$ cat config.mk
export PLATFORM = sky130hd
export DESIGN_NAME = sha256_message_digest
export DESIGN_NICKNAME = d
export VERILOG_FILES = /design/src/rtl/smd_pkg.sv /design/src/rtl/sha256_message_digest.sv /design/src/rtl/smd_round.sv /design/src/rtl/smd_core.sv
export SDC_FILE = /design/constraint.sdc
export NUM_CORES = 2
export LEC_CHECK = 0
export BUFFER_PORTS_ARGS = -buffer_cell sky130_fd_sc_hd__buf_4
export CAP_MARGIN = 0
export CORE_MARGIN = 4
export CORE_UTILIZATION = 40
export DETAILED_ROUTE_END_ITERATION = 6
export SKIP_LAST_GASP = 1
export SYNTH_ARGS = -nofsm -noshare
export SYNTH_HDL_FRONTEND = slang
export SYNTH_SLANG_ARGS = --single-unit
$ cat constraint.sdc
create_clock -name clk -period 16.9 [get_ports clk]
set_input_delay 1.69 -clock clk [delete_from_list [all_inputs] [get_ports clk]]
set_output_delay 1.69 -clock clk [all_outputs]
set_load 0.005 [all_outputs]
$ cat src/rtl/smd_pkg.sv
// Shared types, constants and round functions for the SHA-256 digest engine.
package smd_pkg;

	typedef logic [31:0] word_t;
	typedef word_t [0:7] hash_t;

	typedef enum logic [1:0] {
		ST_IDLE,
		ST_HASH,
		ST_PAD,
		ST_OUT
	} state_t;

	typedef enum logic [1:0] {
		CS_IDLE,
		CS_ROUND,
		CS_ADD
	} core_state_t;

	typedef struct packed {
		logic       start;
		logic       restart;
		logic       shift_byte;
		logic [7:0] byte_val;
	} core_ctl_t;

	typedef struct packed {
		logic busy;
		logic done;
	} core_sts_t;

	localparam logic [7:0] PadMark   = 8'h80;
	localparam logic [5:0] LenOffset = 6'd56;
	localparam logic [5:0] BlockLast = 6'd63;
	localparam logic [5:0] RoundLast = 6'd63;
	localparam logic [2:0] WordLast  = 3'd7;

	localparam hash_t HashInit = '{
		32'h6a09e667, 32'hbb67ae85, 32'h3c6ef372, 32'ha54ff53a,
		32'h510e527f, 32'h9b05688c, 32'h1f83d9ab, 32'h5be0cd19
	};

	localparam word_t RoundK [64] = '{
		32'h428a2f98, 32'h71374491, 32'hb5c0fbcf, 32'he9b5dba5,
		32'h3956c25b, 32'h59f111f1, 32'h923f82a4, 32'hab1c5ed5,
		32'hd807aa98, 32'h12835b01, 32'h243185be, 32'h550c7dc3,
		32'h72be5d74, 32'h80deb1fe, 32'h9bdc06a7, 32'hc19bf174,
		32'he49b69c1, 32'hefbe4786, 32'h0fc19dc6, 32'h240ca1cc,
		32'h2de92c6f, 32'h4a7484aa, 32'h5cb0a9dc, 32'h76f988da,
		32'h983e5152, 32'ha831c66d, 32'hb00327c8, 32'hbf597fc7,
		32'hc6e00bf3, 32'hd5a79147, 32'h06ca6351, 32'h14292967,
		32'h27b70a85, 32'h2e1b2138, 32'h4d2c6dfc, 32'h53380d13,
		32'h650a7354, 32'h766a0abb, 32'h81c2c92e, 32'h92722c85,
		32'ha2bfe8a1, 32'ha81a664b, 32'hc24b8b70, 32'hc76c51a3,
		32'hd192e819, 32'hd6990624, 32'hf40e3585, 32'h106aa070,
		32'h19a4c116, 32'h1e376c08, 32'h2748774c, 32'h34b0bcb5,
		32'h391c0cb3, 32'h4ed8aa4a, 32'h5b9cca4f, 32'h682e6ff3,
		32'h748f82ee, 32'h78a5636f, 32'h84c87814, 32'h8cc70208,
		32'h90befffa, 32'ha4506ceb, 32'hbef9a3f7, 32'hc67178f2
	};

	function automatic word_t rotr(input word_t x, input int unsigned n);
		return (x >> n) | (x << (32 - n));
	endfunction

	function automatic word_t big_sig0(input word_t x);
		return rotr(x, 2) ^ rotr(x, 13) ^ rotr(x, 22);
	endfunction

	function automatic word_t big_sig1(input word_t x);
		return rotr(x, 6) ^ rotr(x, 11) ^ rotr(x, 25);
	endfunction

	function automatic word_t small_sig0(input word_t x);
		return rotr(x, 7) ^ rotr(x, 18) ^ (x >> 3);
	endfunction

	function automatic word_t small_sig1(input word_t x);
		return rotr(x, 17) ^ rotr(x, 19) ^ (x >> 10);
	endfunction

endpackage

$ cat src/rtl/sha256_message_digest.sv
// SHA-256 digest engine over a byte stream.
//
// Input channel s_*: one transfer per item. s_tdata carries a message byte,
// s_tuser says whether that byte is present, s_tlast closes the message.
// An item without a byte and with s_tlast ends the message on the bytes
// already taken, which also covers the empty message.
// Output channel m_*: eight transfers per message, digest word H0 first,
// m_tuser holding the word position and m_tlast marking the eighth word.
// A byte that does not complete a block is simply stored. The 64th byte of
// a block starts the compression: 64 rounds through one round unit, then
// the hash update, with s_tready low throughout. The end mark starts
// padding, one padding byte per cycle up to the end of the block,
// followed by a compression (two when 56 or more bytes are pending).
// The digest is held on m_tdata until each word's transfer; while the
// receiver stalls no new input is taken. After the last word the hash
// state returns to its initial values. Reset clears all control state
// and loads the initial hash values; the engine is ready right after it.
module sha256_message_digest import smd_pkg::*; (
	input  logic        clk,
	input  logic        arst_n,
	input  logic        s_tvalid,
	output logic        s_tready,
	input  logic [7:0]  s_tdata,  // [7:0] msg_byte
	input  logic [0:0]  s_tuser,  // [0] byte_valid
	input  logic        s_tlast,  // end_of_message
	output logic        m_tvalid,
	input  logic        m_tready,
	output logic [31:0] m_tdata,  // [31:0] digest_word
	output logic [2:0]  m_tuser,  // [2:0] word_index
	output logic        m_tlast   // last_word
);

	state_t     state_q;
	state_t     state_nx;
	core_ctl_t  ctl;
	core_sts_t  sts;
	hash_t      hash;
	logic [5:0] fill_q;
	logic [5:0] fill_nx;
	logic [63:0] bits_q;
	logic       eom_q;
	logic       fin_q;
	logic       pad_mark_q;
	logic       pad_len_q;
	logic [2:0] idx_q;
	logic [7:0] pad_byte;

	assign fill_nx = fill_q + 6'(s_tuser[0]);

	// The length field goes out most significant byte first.
	always_comb begin
		if (pad_mark_q) begin
			pad_byte = PadMark;
		end else if (pad_len_q && fill_q >= LenOffset) begin
			pad_byte = bits_q[{~fill_q[2:0], 3'b000} +: 8];
		end else begin
			pad_byte = 8'h00;
		end
	end

	smd_core u_core (
		.clk    (clk),
		.arst_n (arst_n),
		.ctl    (ctl),
		.sts    (sts),
		.hash   (hash)
	);

	always_comb begin
		state_nx = state_q;
		ctl = '0;
		s_tready = 1'b0;
		m_tvalid = 1'b0;
		unique case (state_q)
			ST_IDLE: begin
				s_tready = 1'b1;
				if (s_tvalid) begin
					ctl.shift_byte = s_tuser[0];
					ctl.byte_val = s_tdata;
					if (s_tuser[0] && fill_q == BlockLast) begin
						ctl.start = 1'b1;
						state_nx = ST_HASH;
					end else if (s_tlast) begin
						state_nx = ST_PAD;
					end
				end
			end
			ST_HASH: begin
				if (sts.done) begin
					if (fin_q) begin
						state_nx = ST_OUT;
					end else if (eom_q) begin
						state_nx = ST_PAD;
					end else begin
						state_nx = ST_IDLE;
					end
				end
			end
			ST_PAD: begin
				ctl.shift_byte = 1'b1;
				ctl.byte_val = pad_byte;
				if (fill_q == BlockLast) begin
					ctl.start = 1'b1;
					state_nx = ST_HASH;
				end
			end
			ST_OUT: begin
				m_tvalid = 1'b1;
				if (m_tready && idx_q == WordLast) begin
					ctl.restart = 1'b1;
					state_nx = ST_IDLE;
				end
			end
			default: begin
				state_nx = ST_IDLE;
			end
		endcase
	end

	always_ff @(posedge clk or negedge arst_n) begin
		if (!arst_n) begin
			state_q <= ST_IDLE;
		end else begin
			state_q <= state_nx;
		end
	end

	always_ff @(posedge clk or negedge arst_n) begin
		if (!arst_n) begin
			fill_q <= '0;
			bits_q <= '0;
			eom_q <= 1'b0;
			fin_q <= 1'b0;
			pad_mark_q <= 1'b0;
			pad_len_q <= 1'b0;
			idx_q <= '0;
		end else begin
			if (state_q == ST_IDLE && s_tvalid) begin
				fill_q <= fill_nx;
				if (s_tuser[0]) begin
					bits_q <= bits_q + 64'd8;
				end
				if (s_tlast) begin
					eom_q <= 1'b1;
					pad_mark_q <= 1'b1;
					// A block that just filled leaves room for the whole trailer.
					pad_len_q <= (fill_nx < LenOffset);
				end
			end
			if (state_q == ST_PAD) begin
				fill_q <= fill_q + 6'd1;
				pad_mark_q <= 1'b0;
				if (fill_q == BlockLast) begin
					fin_q <= pad_len_q;
					pad_len_q <= 1'b1;
				end
			end
			if (state_q == ST_OUT && m_tready) begin
				idx_q <= idx_q + 3'd1;
				if (idx_q == WordLast) begin
					bits_q <= '0;
					eom_q <= 1'b0;
					fin_q <= 1'b0;
				end
			end
		end
	end

	assign m_tdata = hash[idx_q];
	assign m_tuser = idx_q;
	assign m_tlast = (idx_q == WordLast);

	a_no_overlap: assert property (@(posedge clk) disable iff (!arst_n)
		!(s_tready && m_tvalid))
		else $error("input accepted while digest words are pending");

	a_done_in_hash: assert property (@(posedge clk) disable iff (!arst_n)
		sts.done |-> state_q == ST_HASH)
		else $error("compression finished outside the hash state");

	a_start_idle_core: assert property (@(posedge clk) disable iff (!arst_n)
		ctl.start |-> !sts.busy)
		else $error("compression started while the core is busy");

	a_out_aligned: assert property (@(posedge clk) disable iff (!arst_n)
		state_q == ST_OUT |-> fill_q == 6'd0 && !sts.busy)
		else $error("digest output with a partial block or busy core");

	a_last_returns: assert property (@(posedge clk) disable iff (!arst_n)
		m_tvalid && m_tready && m_tlast |=> state_q == ST_IDLE && idx_q == 3'd0)
		else $error("engine did not return to idle after the last word");

endmodule

$ cat src/rtl/smd_round.sv
// One SHA-256 compression round, shared by all 64 rounds of a block.
module smd_round import smd_pkg::*; (
	input  hash_t v,
	input  word_t w,
	input  word_t k,
	output hash_t v_nx
);

	word_t t1;
	word_t t2;

	always_comb begin
		t1 = v[7] + big_sig1(v[4]) + ((v[4] & v[5]) ^ (~v[4] & v[6])) + k + w;
		t2 = big_sig0(v[0]) + ((v[0] & v[1]) ^ (v[0] & v[2]) ^ (v[1] & v[2]));
		v_nx[0] = t1 + t2;
		v_nx[1] = v[0];
		v_nx[2] = v[1];
		v_nx[3] = v[2];
		v_nx[4] = v[3] + t1;
		v_nx[5] = v[4];
		v_nx[6] = v[5];
		v_nx[7] = v[6];
	end

endmodule

$ cat src/rtl/smd_core.sv
// Block buffer, message schedule, round sequencer and hash state.
module smd_core import smd_pkg::*; (
	input  logic      clk,
	input  logic      arst_n,
	input  core_ctl_t ctl,
	output core_sts_t sts,
	output hash_t     hash
);

	core_state_t  cs_q;
	core_state_t  cs_nx;
	logic [5:0]   rnd_q;
	hash_t        v_q;
	hash_t        v_nx;
	hash_t        hash_q;
	logic [511:0] blk_q;
	word_t        w_new;

	// The same 512-bit line first collects bytes and then serves as the
	// sixteen-word schedule window; word 0 sits in the top bits.
	assign w_new = small_sig1(blk_q[63:32]) + blk_q[223:192]
		+ small_sig0(blk_q[479:448]) + blk_q[511:480];

	smd_round u_round (
		.v    (v_q),
		.w    (blk_q[511:480]),
		.k    (RoundK[rnd_q]),
		.v_nx (v_nx)
	);

	always_comb begin
		cs_nx = cs_q;
		sts.busy = (cs_q != CS_IDLE);
		sts.done = 1'b0;
		unique case (cs_q)
			CS_IDLE: begin
				if (ctl.start) begin
					cs_nx = CS_ROUND;
				end
			end
			CS_ROUND: begin
				if (rnd_q == RoundLast) begin
					cs_nx = CS_ADD;
				end
			end
			CS_ADD: begin
				sts.done = 1'b1;
				cs_nx = CS_IDLE;
			end
			default: begin
				cs_nx = CS_IDLE;
			end
		endcase
	end

	always_ff @(posedge clk or negedge arst_n) begin
		if (!arst_n) begin
			cs_q <= CS_IDLE;
			rnd_q <= '0;
			hash_q <= HashInit;
		end else begin
			cs_q <= cs_nx;
			if (cs_q == CS_ROUND) begin
				rnd_q <= rnd_q + 6'd1;
			end else begin
				rnd_q <= '0;
			end
			if (ctl.restart) begin
				hash_q <= HashInit;
			end else if (cs_q == CS_ADD) begin
				for (int i = 0; i < 8; i++) begin
					hash_q[i] <= hash_q[i] + v_q[i];
				end
			end
		end
	end

	always_ff @(posedge clk) begin
		if (cs_q == CS_IDLE && ctl.start) begin
			v_q <= hash_q;
		end else if (cs_q == CS_ROUND) begin
			v_q <= v_nx;
		end
		if (ctl.shift_byte) begin
			blk_q <= {blk_q[503:0], ctl.byte_val};
		end else if (cs_q == CS_ROUND) begin
			blk_q <= {blk_q[479:0], w_new};
		end
	end

	assign hash = hash_q;

endmodule
==> impl_metrics.env <==
export IMPL_dieArea_um2=199000
export IMPL_clk_path_buf_depth=3
export IMPL_via_per_inst=5.62
export IMPL_fin_util_pct=43.9
export IMPL_drc=0
export IMPL_synth_largest_area_cell="edfxtp_1"
export IMPL_initial_core_util_pct=40.3
export IMPL_routed_wl_um=243000
export IMPL_die_w_um=446
export IMPL_crit_type="register to register"
export IMPL_async_reset_ff_share_pct=30.7
export IMPL_drt_pass1_iter_count=6
export IMPL_setup_tns_ns=0
export IMPL_clk_latency_ns=0.81
export IMPL_track_usage_pct=24.2
export IMPL_port_buffers=51
export IMPL_drive_gt1_share_pct=7.88
export IMPL_status="finished, final reports clean"
export IMPL_met1_usage_pct=33.0
export IMPL_vias=60700
export IMPL_worstPathRequired_ns=17.41
export IMPL_clock_skew_final_ns=0.0331
export IMPL_grt_pass1_wl_um=371000
export IMPL_fmax_mhz=94.7
export IMPL_grt_util_met3_pct=4.04
export IMPL_hpwl_um=175000
export IMPL_ys_types=96
export IMPL_cts_sinks=1108
export IMPL_first_iter_violations=5999
export IMPL_finalHoldViolCount=0
export IMPL_worstPathMaxFanout=24
export IMPL_synth_warnings=0
export IMPL_yosys_register_bits=1108
export IMPL_antenna_left=0
export IMPL_period_needed_ns=10.56
export IMPL_post_cts_resize_count=0
export IMPL_arrival_ns=11.07
export IMPL_routedWlPerCell_um=22.5
export IMPL_ys_top_cells_by_count="nand2_1 (2516), edfxtp_1 (768), a21oi_1 (502)"
export IMPL_cts_tree="built"
export IMPL_clkTransAtPathRegs_ns=0.07
export IMPL_ys_flop_type="edfxtp_1"
export IMPL_report_final_slew_viol_count=0
export IMPL_cts_setup_buffers=0
export IMPL_synth_edf_count=768
export IMPL_slowest_stage="ha_1"
export IMPL_gp_congestion=0.935
export IMPL_antenna_found_initial=4
export IMPL_cp_end_kind="register"
export IMPL_cp_start_kind="register"
export IMPL_slew_headroom_pct=18.1
export IMPL_yosys_cell_count_top_type="nand2_1"
export IMPL_yosysSeqAreaShare_pct=41.4
export IMPL_cts_root_buf="clkbuf_16"
export IMPL_ff_latch_area_um2=31800
export IMPL_grt_overflow_total=0
export IMPL_row_count=160
export IMPL_core_um2=190000
export IMPL_ys_top_cells_by_area="edfxtp_1 (30%), nand2_1 (12%), dfrtp_1 (6.7%), ha_1 (6.5%), fa_1 (5.1%)"
export IMPL_place_ws_ns=6.56
export IMPL_ioPinCount=52
export IMPL_grt_util_met2_pct=39.0
export IMPL_cts_max_level=4
export IMPL_yosys_area_top_type_share_pct=30.1
export IMPL_grt_start_max_net_pins=209
export IMPL_min_period_over_period_pct=62.5
export IMPL_setup_viol=0
export IMPL_numCtsBuffers=134
export IMPL_netlist_area_um2=76600
export IMPL_syn_avg_cell_area_um2=9.10
export IMPL_min_path_type="register to register"
export IMPL_holdBufCountCts=0
export IMPL_synth_fp_nets=9022
export IMPL_nets=8791
export IMPL_fill_cells=18400
export IMPL_rsz0062_at_grt="no"
export IMPL_syn_to_final_growth_pct=8.90
export IMPL_postLayoutSetupSlackWorst_ns=6.34
export IMPL_grt_pass1_vias=58900
export IMPL_slowest_delay_ns=0.77
export IMPL_drv_cap=0
export IMPL_multi_input_area_um2=41900
export IMPL_synthCells=8413
export IMPL_fp_dieH_um=446
export IMPL_top_usage_layer="met2"
export IMPL_worst_slew_pin_slew_ns=1.23
==> worst max-delay path, delay by kind of cell, from the launching register on <==
family	cells	cell delay (ns)
xor gates and xnor gates	2	0.45
AOI/OAI and AO/OA	17	3.90
adders and majority gates	8	3.41
buffers and inverters	8	1.63
DFF	1	0.33
and+or+nand+nor	3	0.53
==> final timing paths <==
path	start	end	slack, ns	cells after the start
min in group asynchronous	arst_n	u_core.hash[176]$_DFFE_PN0P_	0.91	1
worst max register to register	u_core.rnd_q[1]$_DFF_PN0_	u_core.v_q[252]$_DFFE_PP_	6.34	38
worst min register to register	eom_q$_DFF_PN0_	eom_q$_DFF_PN0_	0.49	2
worst min-delay path	eom_q$_DFF_PN0_	eom_q$_DFF_PN0_	0.49	2
max in group asynchronous	arst_n	u_core.hash[54]$_DFFE_PN0P_	13.84	3
worst max-delay path	u_core.rnd_q[1]$_DFF_PN0_	u_core.v_q[252]$_DFFE_PP_	6.34	38
==> cells in the final DEF (no fill, tap or decap), types with 198 or more instances in the layout <==
| cell type | netlist | routed |
|---|---|---|
| a21oi_1 | 502 | 502 |
| ha_1 | 400 | 400 |
| nor2_1 | 380 | 379 |
| edfxtp_1 | 768 | 768 |
| o21ai_0 | 386 | 386 |
| xor2_1 | 230 | 230 |
| a21o_1 | 198 | 198 |
| nand2_1 | 2516 | 2514 |
| xnor2_1 | 375 | 375 |
| inv_1 | 317 | 315 |
==> sequential cells by signal, indices dropped and copies added, names as in the netlist <==
| register | cells |
|---|---|
| u_core.cs_q | 2 |
| state_q | 2 |
| u_core.v_q | 256 |
| fin_q | 1 |
| bits_q | 61 |
| pad_mark_q | 1 |
| m_tuser | 3 |
| eom_q | 1 |
| fill_q | 6 |
| u_core.hash | 256 |
| u_core.blk_q | 512 |
| pad_len_q | 1 |
| u_core.rnd_q | 6 |
==> metal layers <==
layer  vias to the layer above  part of all wire [%]
met4                         4                   3.8
met2                      1770                    47
met3                       403                   6.1
met1                     30000                    44
met5                         -                 0.011
li1                      28500                     -
==> cells by family after synthesis <==
| logic type | count (synthesis) | synth area share [%] |
|---|---|---|
| AND/OR/NAND/NOR | 3466 | 18.7 |
| AO/OA/AOI/OAI | 1662 | 13.7 |
| flip-flops | 1108 | 41.4 |
| buffers and inverters | 808 | 3.97 |
| XOR/XNOR | 605 | 6.92 |
| adder cells (fa/ha/maj) | 598 | 11.7 |
| multiplexers | 166 | 3.64 |
==> stage by stage <==
step / area [um2] / instances / hold WS (ns)
2_1_floorplan: 76600 / 8413 / 0.457
3_3_place_gp: 79000 / 10600 / 0.477
3_5_place_dp: 79000 / 10600 / 0.492
4_1_cts: 83400 / 10800 / 0.496
5_1_grt: 83400 / 10800 / 0.515
6_report: 83400 / 10800 / 0.492
==> final cells by class <==
| cell class | instances | area share (%) |
|---|---|---|
| Inverter | 319 | 1.44 |
| Clock inverter | 70 | 0.971 |
| Multi-Input combinational cell | 6497 | 50.2 |
| Clock buffer | 175 | 4.33 |
| Antenna cell | 2 | 0.00600 |
| Timing Repair Buffer | 122 | 1.21 |
| Tap cell | 2511 | 3.77 |
| Sequential cell | 1108 | 38.1 |
Power is not shown: default switching activity piles up to over one toggle a cycle in this logic, so the estimate is an artifact.
